`src/rtl/mlbt_pkg.sv`:
```
package mlbt_pkg;

  localparam int MacWidth = 48;

  typedef logic [MacWidth-1:0] mac_t;

  typedef struct packed {
    mac_t mac;
    logic port;
  } entry_t;

  typedef struct packed {
    logic clear;
    logic en;
    logic entry_valid;
  } cmp_ctrl_t;

  typedef struct packed {
    logic dest_hit;
    logic dest_port;
    logic src_hit;
  } cmp_status_t;

endpackage

```
`src/rtl/mlbt_cmp.sv`:
```
module mlbt_cmp (
  input  logic                 clk,
  input  mlbt_pkg::cmp_ctrl_t  ctrl,
  input  mlbt_pkg::mac_t       dest_mac,
  input  mlbt_pkg::mac_t       src_mac,
  input  mlbt_pkg::entry_t     entry,
  output mlbt_pkg::cmp_status_t status
);
  import mlbt_pkg::*;

  logic dest_eq;
  logic src_eq;

  assign dest_eq = ctrl.en && ctrl.entry_valid && (entry.mac == dest_mac);
  assign src_eq  = ctrl.en && ctrl.entry_valid && (entry.mac == src_mac);

  // first hit in index order wins for the destination
  always_ff @(posedge clk) begin
    if (ctrl.clear) begin
      status <= '0;
    end else begin
      if (dest_eq && !status.dest_hit) begin
        status.dest_hit  <= 1'b1;
        status.dest_port <= entry.port;
      end
      if (src_eq) begin
        status.src_hit <= 1'b1;
      end
    end
  end

endmodule

```
`config.mk`:
```
export PLATFORM = sky130hd
export DESIGN_NAME = mlbt_cmp
export DESIGN_NICKNAME = d
export VERILOG_FILES = /design/src/rtl/mlbt_pkg.sv /design/src/rtl/mlbt_cmp.sv
export SDC_FILE = /design/constraint.sdc
export NUM_CORES = 1
export LEC_CHECK = 0
export ABC_AREA = 1
export BUFFER_PORTS_ARGS = -buffer_cell sky130_fd_sc_hd__buf_2
export CAP_MARGIN = 20
export CORE_MARGIN = 4
export CORE_UTILIZATION = 39
export DETAILED_ROUTE_END_ITERATION = 8
export GPL_TIMING_DRIVEN = 1
export PLACE_DENSITY = 0.86
export RECOVER_POWER = 25
export SYNTH_ARGS = -nofsm -noshare
export SYNTH_HDL_FRONTEND = slang
export SYNTH_SLANG_ARGS = --single-unit
```
`constraint.sdc`:
```
create_clock -name clk -period 1.1 [get_ports clk]
set_input_delay 0 -clock clk [delete_from_list [all_inputs] [get_ports clk]]
set_output_delay 0 -clock clk [all_outputs]
set_load 0.02 [all_outputs]
```
### Word level (Yosys, flattened, before mapping)

Index checks and enable logic that the tools add are counted.
W data, S select, Z words.

| storage, ports and cells | value |
|---|---|
| output and inout port bits | 3 |
| word-level logic and storage cells | 10 |
| register bits after elaboration | 3 |
| input port bits | 149 |

| operators by class | value |
|---|---|
| reduce and logical (&&, ||, !) cells | 5 |
| equality and inequality tests | 2 |

Operator list:

| kind | number |
|---|---|
| $eq A48 B48 Y1 | 2 |
| $logic_and A1 B1 Y1 | 4 |
| $logic_not A1 Y1 | 1 |

### Logic depth before layout (Yosys ltp)

Gate-level depths: netlist of the first run.

| depth | value |
|---|---|
| word-level depth | 3 |
| depth in mapped cells | 11 |
| depth with buffers taken out | 11 |

### Least setup slack after synthesis of the first run

Ideal clock, no wire load.

| path | value |
|---|---|
| path kind | reg2reg |
| start | register status[2] (netlist name) |
| end | register status[1] (netlist name) |
| arrival | 1.011 ns |
| slack | -0.024 ns |
| data required time | 0.987 ns |
| stages on the path, launching flop included | 9 |
| buffers on the path | 0 |
| cell sequence | dfxtp_1 > a21oi_1 > nand3_1 > nor2_1 > nand2_2 > nor2_4 > nand3_1 > nand2_1 > nor2_1 |

| on the way | value |
|---|---|
| word-level cells in the longest chain between the ends | 2 |

Ends and longest elaborated chain:

| what | RTL line | source |
|---|---|---|
| start, declared | mlbt_cmp.sv:7 | `output mlbt_pkg::cmp_status_t status` |
| $logic_not A1 Y1 | mlbt_cmp.sv:22 | `if (dest_eq && !status.dest_hit) begin` |
| $logic_and A1 B1 Y1 | mlbt_cmp.sv:22 |  |

Every way passes these cells.
A chain may end at the register's enable or synchronous reset.

### Worst setup path in the final report of the first run

Same ends and word-level chain as after synthesis.

==> results of run 1 <==
-- layout by cell type (no fill, tap or decap), types with 4 or more instances in the layout --
master,instances
xor2_1,7
nand2_1,166
nand3_1,5
nor2_2,5
o21ai_1,5
xnor2_1,19
a21oi_1,4
nor2_1,55
inv_2,8
inv_1,87
o21ai_0,20
buf_2,150
-- through the flow --
stage / TNS [ns] / worst slack, ns / instances
after global routing: -0.1257 / -0.09024 / 605
after global placement: 0 / 0.01795 / 600
final: 0 / 0.01625 / 605
after CTS: 0 / 0.0008978 / 605
after floorplan: 0 / 0.01473 / 397
after detailed placement: 0 / 0.005799 / 600
-- layout make-up --
cell class	count	area, µm²
well taps	52	65.06
flip-flops and latches	3	61.31
repair buffers	152	764.5
fillers	458	1713
multi-input cells	297	1341
inverters	97	364.1
clock buffers	4	45.04
-- power breakdown --
part             switching (µW)  leakage, µW  internal, µW
combinational               428      0.00173           397
clock                      77.7    0.0000228           248
sequential     0.00000000000554    0.0000247           110
-- repair_timing --
item	4_1_cts	5_1_grt
endpoints found under the hold margin	2	0
endpoints found under the setup margin	0	2
gates resized for setup	0	3
hold buffers	1	0
setup buffers	0	0
-- worst register-to-register path, cell delays in order, from the launching register on --
cell	delay (ns)
dfxtp_2	0.32
a21oi_2	0.10
nand3_1	0.09
nor2_2	0.10
nand2_2	0.07
nor2_4	0.14
nand3_2	0.07
nand2_1	0.06
nor2_1	0.03
-- final timing paths --
path                             endpoint  startpoint  cells after the start  slack [ns]
worst max-delay path            status[1]   status[2]                      8        0.02
worst min-delay path            status[1]    entry[0]                      5        0.10
worst min register to register  status[0]   status[0]                      2        0.46
worst max register to register  status[1]   status[2]                      8        0.02
-- routing by layer --
| metal | part of all wire, % | global-route usage, % |
|---|---|---|
| met4 | 1.3 | 6.324 |
| met2 | 49 | 41.78 |
| met5 | 0 | 0 |
| met1 | 37 | 23.72 |
| met3 | 13 | 3.872 |
-- logic make-up (layout without fill, tap and decap cells) --
family	Yosys count	after routing
buf+inv	97	253
simple gates	238	238
xor+xnor	26	26
compound gates	33	33
flops	3	3
==> flow_summary.yaml, run 1 <==
floorplan:
  die_w_um: 75.07
  floorplan.rows: 24
  start_util_pct: 40.29
  pin_count: 152
  die_area_um2: 5635
  dieHeight_um: 75.07
  core-area_um2: 4354
global_routing:
  grt_pass1_wl_mm: 9.515
  track_usage_pct: 21.65
  grt_overflow: 0
  antenna_found_initial: 0
  grt_pass1_vias: 2412
  grt_max_degree: 5
synthesis:
  synth_most_common_cell: "nand2_1"
  synthFlopType: "dfxtp_1"
  synth.largest_area_cell: "nand2_1"
  synth_xor_xnor_area_share_pct: 12.98
  ys_seq_elements: 3
  syn_area_um2: 1754
  synth_compound_area_share_pct: 9.772
  synth_mux_area_share_pct: 0
  synth_top_area_share_pct: 35.52
  synthSimpleGateAreaFrac_pct: 53.07
  synthAdderAreaFrac_pct: 0
  syn_nets: 546
  ys_warn_count: 0
  synth_cell_types: 18
  synthCells: 397
  ys_seq_area_share_pct: 3.424
  ys_top_cells_by_count: "nand2_1, inv_1, nor2_1, o21ai_0, xnor2_1"
  synth_edf_count: 0
  synth_area_leaders: "nand2_1, inv_1, nor2_1, xnor2_1, o21ai_0"
  syn_avg_cell_area_um2: 4.419
  synth_top_family_by_area: "simple AND/OR/NAND/NOR gates"
  synth-async-reset-ratio_pct: 0
setup_path:
  worstPathArrival_ns: 1.19
  path_buf_inv: 0
  cpMaxStageDelayCell: "dfxtp_2"
  worst-setup-path-type: "flip-flop to flip-flop"
  cp.required_ns: 1.21
  cp-start-kind: "flip-flop"
  cp_top_family: "simple AND/OR/NAND/NOR gates"
  slowest_delay_ns: 0.32
  path_max_fanout: 3
  cp_cell_sequence: "a21oi_2 > nand3_1 > nor2_2 > nand2_2 > nor2_4 > nand3_2 > nand2_1 > nor2_1"
  end_kind: "flip-flop"
hold_path:
  hp-class: "input port to flip-flop"
clock_network:
  insertion_delay_ns: 0.22
  cts_buffer_depth: 2
  path_clk_slew_ns: 0.03
  cts-root-buf: "clkbuf_8"
  cts_sinks: 3
  h-tree-depth: 1
  numCtsBuffers: 3
  cts_tree: "built"
power_and_ir_drop:
  p_per_area_nw_per_um2: 476.9
  p_leak_uw: 0.001777
  p_total_uw: 1260
  ir_drop_mv: 0.2871
placement:
  portBuffers: 151
  place_hpwl_mm: 5.989
  place_area_um2: 2576
  place_congestion: 0.8511
sta:
  rsz0062_at_grt: "true"
  layout_min_cycle_time_ns: 1.084
  finalCritPeriodShare_pct: 98.52
  fmax_mhz: 922.7
  clock_skew_ns: 0.00008706
  fin_hold_ws_ns: 0.1012
  slew_violations: 0
  maxSlewHeadroom_pct: 78.68
  tightest_slew_ns: 0.3165
  hold_violations: 0
  setup_viol: 0
cells_and_area:
  regMostFlops: "status"
  largest_reg_flops: 3
  fin_util_pct: 60.66
  antennaDiodeCount: 0
  nets: 703
  top_regs: "status x3"
  drive_gt1_share_pct: 31.28
  area_growth_pct: 50.57
  design_area_um2: 2641
flow_run:
  cap_violations: 0
drt:
  via_per_inst: 4.405
  antenna_left: 0
  drc_errors: 0
  wl_mm: 6.487
  vias: 2665
  routedWlPerCell_um: 10.72
  drtPass1Iterations: 4
  drt-initial-drc-count: 90
outcome:
  outcome: "finished clean"
No activity file was read; power rests on OpenSTA's default activity.
==> inputs of run 2 (changes only) <==
--- a/config.mk
+++ b/config.mk
@@ -14,6 +14,7 @@
 export GPL_TIMING_DRIVEN = 1
 export PLACE_DENSITY = 0.86
 export RECOVER_POWER = 25
+export REMOVE_ABC_BUFFERS = 1
 export SYNTH_ARGS = -nofsm -noshare
 export SYNTH_HDL_FRONTEND = slang
 export SYNTH_SLANG_ARGS = --single-unit
==> run 2 against run 1 <==
- via count grew 1.9%
- combinational power is essentially flat
- non-clock buffer count rose by 1
- first-iteration DRC count shrank 47%
- die area did not move
- critical path type unchanged
==> flow_summary.yaml, run 2 (synthesis results as in run 1) <==
cells_and_area:
  regMostFlops: "status"
  layoutNonFillerInstCount: 606
  largest_reg_flops: 3
  drive_gt1_share_pct: 31.41
  top_regs: "status x3"
  final_common_cell: "nand2_1"
  antennaDiodeCount: 0
  nets: 704
  final_cell_mix: "nand2_1, buf_2, inv_1"
  fillers: 480
  area_growth_pct: 51.00
setup_path:
  cp.required_ns: 1.21
  cp_top_family: "simple AND/OR/NAND/NOR gates"
  rrSetupSlack_ns: 0.04
  slowest_delay_ns: 0.31
  rr_worst_depth: 8
  worst-setup-path-type: "flip-flop to flip-flop"
  cp-start-kind: "flip-flop"
  path_max_fanout: 3
  reg2reg_from: "status[2]"
  cp-startpoint: "status[2]"
  cpMaxStageDelayCell: "dfxtp_2"
  path_buf_inv: 0
  worstPathArrival_ns: 1.17
  end_kind: "flip-flop"
  cp_cell_sequence: "a21oi_2 > nand3_1 > nor2_2 > nand2_2 > nor2_4 > nand3_2 > nand2_1 > nor2_1"
  r2r-end: "status[1]"
  critical_path_depth: 8
sta:
  setup_viol: 0
  layout_min_cycle_time_ns: 1.064
  slew_violations: 0
  fmax_mhz: 939.5
  clock_skew_ns: 0.00003939
  finalCritPeriodShare_pct: 96.76
  tightest_slew_ns: 0.2830
  hold_violations: 0
  fin_hold_ws_ns: 0.1292
  rsz0062_at_grt: "true"
  maxSlewHeadroom_pct: 80.94
clock_network:
  numCtsBuffers: 3
  insertion_delay_ns: 0.22
  h-tree-depth: 1
  cts_buffer_depth: 2
  cts_sinks: 3
  cts-root-buf: "clkbuf_8"
  cts_tree: "built"
  path_clk_slew_ns: 0.03
drt:
  vias: 2716
  antenna_left: 0
  routedWlPerCell_um: 10.58
  wl_mm: 6.412
  drtPass1Iterations: 4
  drt-initial-drc-count: 48
  via_per_inst: 4.482
  drc_errors: 0
global_routing:
  grt_pass1_vias: 2349
  grt_overflow: 0
  antenna_found_initial: 0
  track_usage_pct: 20.88
  grt_max_degree: 5
  grt_pass1_wl_mm: 9.170
floorplan:
  die_w_um: 75.07
  floorplan.rows: 24
  die_area_um2: 5635
  start_util_pct: 40.29
  core-area_um2: 4354
  pin_count: 152
  dieHeight_um: 75.07
placement:
  place_hpwl_mm: 5.957
  portBuffers: 151
  dp_cells: 601
  place_congestion: 0.8736
outcome:
  outcome: "finished clean"
power_and_ir_drop:
  p_per_area_nw_per_um2: 475.9
  ir_drop_mv: 0.2940
  p_leak_uw: 0.001782
hold_path:
  hold_end: "status[1]"
  hp-class: "input port to flip-flop"
  min-delay-start: "entry[0]"
  min_path_cells: 5
flow_run:
  cap_violations: 0
## run 2: changes by cell type in the layout (fill, tap and decap cells not counted), sizes merged
cell | before | now
buf | 150 | 151
## run 2: how the worst max path moves through the flow
stage	endpoint	slack, ns
final	status[1]	0.04
after CTS	status[1]	-0.003
after global placement	status[1]	0.01
after floorplan	status[1]	-0.02
after detailed placement	status[1]	-0.01
after global routing	status[1]	-0.04
## run 2: power by group
part	switching, µW	leakage (µW)	internal (µW)
clock network	79.4	0.0000228	248
registers	0.00000000000556	0.0000247	110
logic	427	0.00174	397
total	506	0.00178	754
## run 2: cell type report
cell class / instances / area (µm²) / area share [%]
Clock buffer: 4 / 45.04 / 1.701
Inverter: 97 / 364.1 / 13.75
Multi-Input combinational cell: 297 / 1341 / 50.64
Sequential cell: 3 / 61.31 / 2.315
Tap cell: 52 / 65.06 / 2.456
Timing Repair Buffer: 153 / 772.0 / 29.15
## run 2: tightest hold or removal path, cell delays in order
cell and delay (ns):
buf_2 0.09, inv_1 0.05, nand3_2 0.05, nand2_1 0.05, nor2_1 0.07
## run 2: timing repair
action | CTS | global route
endpoints found under the setup margin | 1 | 2
pin swaps | 6 | 1
gates cloned | 0 | 0
hold endpoints to repair | 2 | 0
hold buffers | 1 | 0
setup buffers | 0 | 0
gates resized for setup | 3 | 1
## run 2: per-layer routing
layer	vias up	wire length, µm	GRT usage [%]
met5	-	0	0
met3	6	720	2.136
li1	1458	-	-
met1	1135	2454	23.14
met4	0	53	3.557
met2	117	3184	42.36
## run 2: stage by stage
stage               utilization, %  setup slack, ns  instance area [µm²]  power (µW)  setup TNS (ns)
global route                 60.83         -0.03969                 2649        1390        -0.03969
floorplan                        -         -0.02445                 1754       508.8        -0.02445
finish                       60.83          0.03566                 2649        1261               0
global placement             59.31          0.01475                 2582       912.1               0
CTS                          60.80        -0.003447                 2648        1265       -0.003447
detailed placement           59.31         -0.01150                 2582       932.5        -0.01150
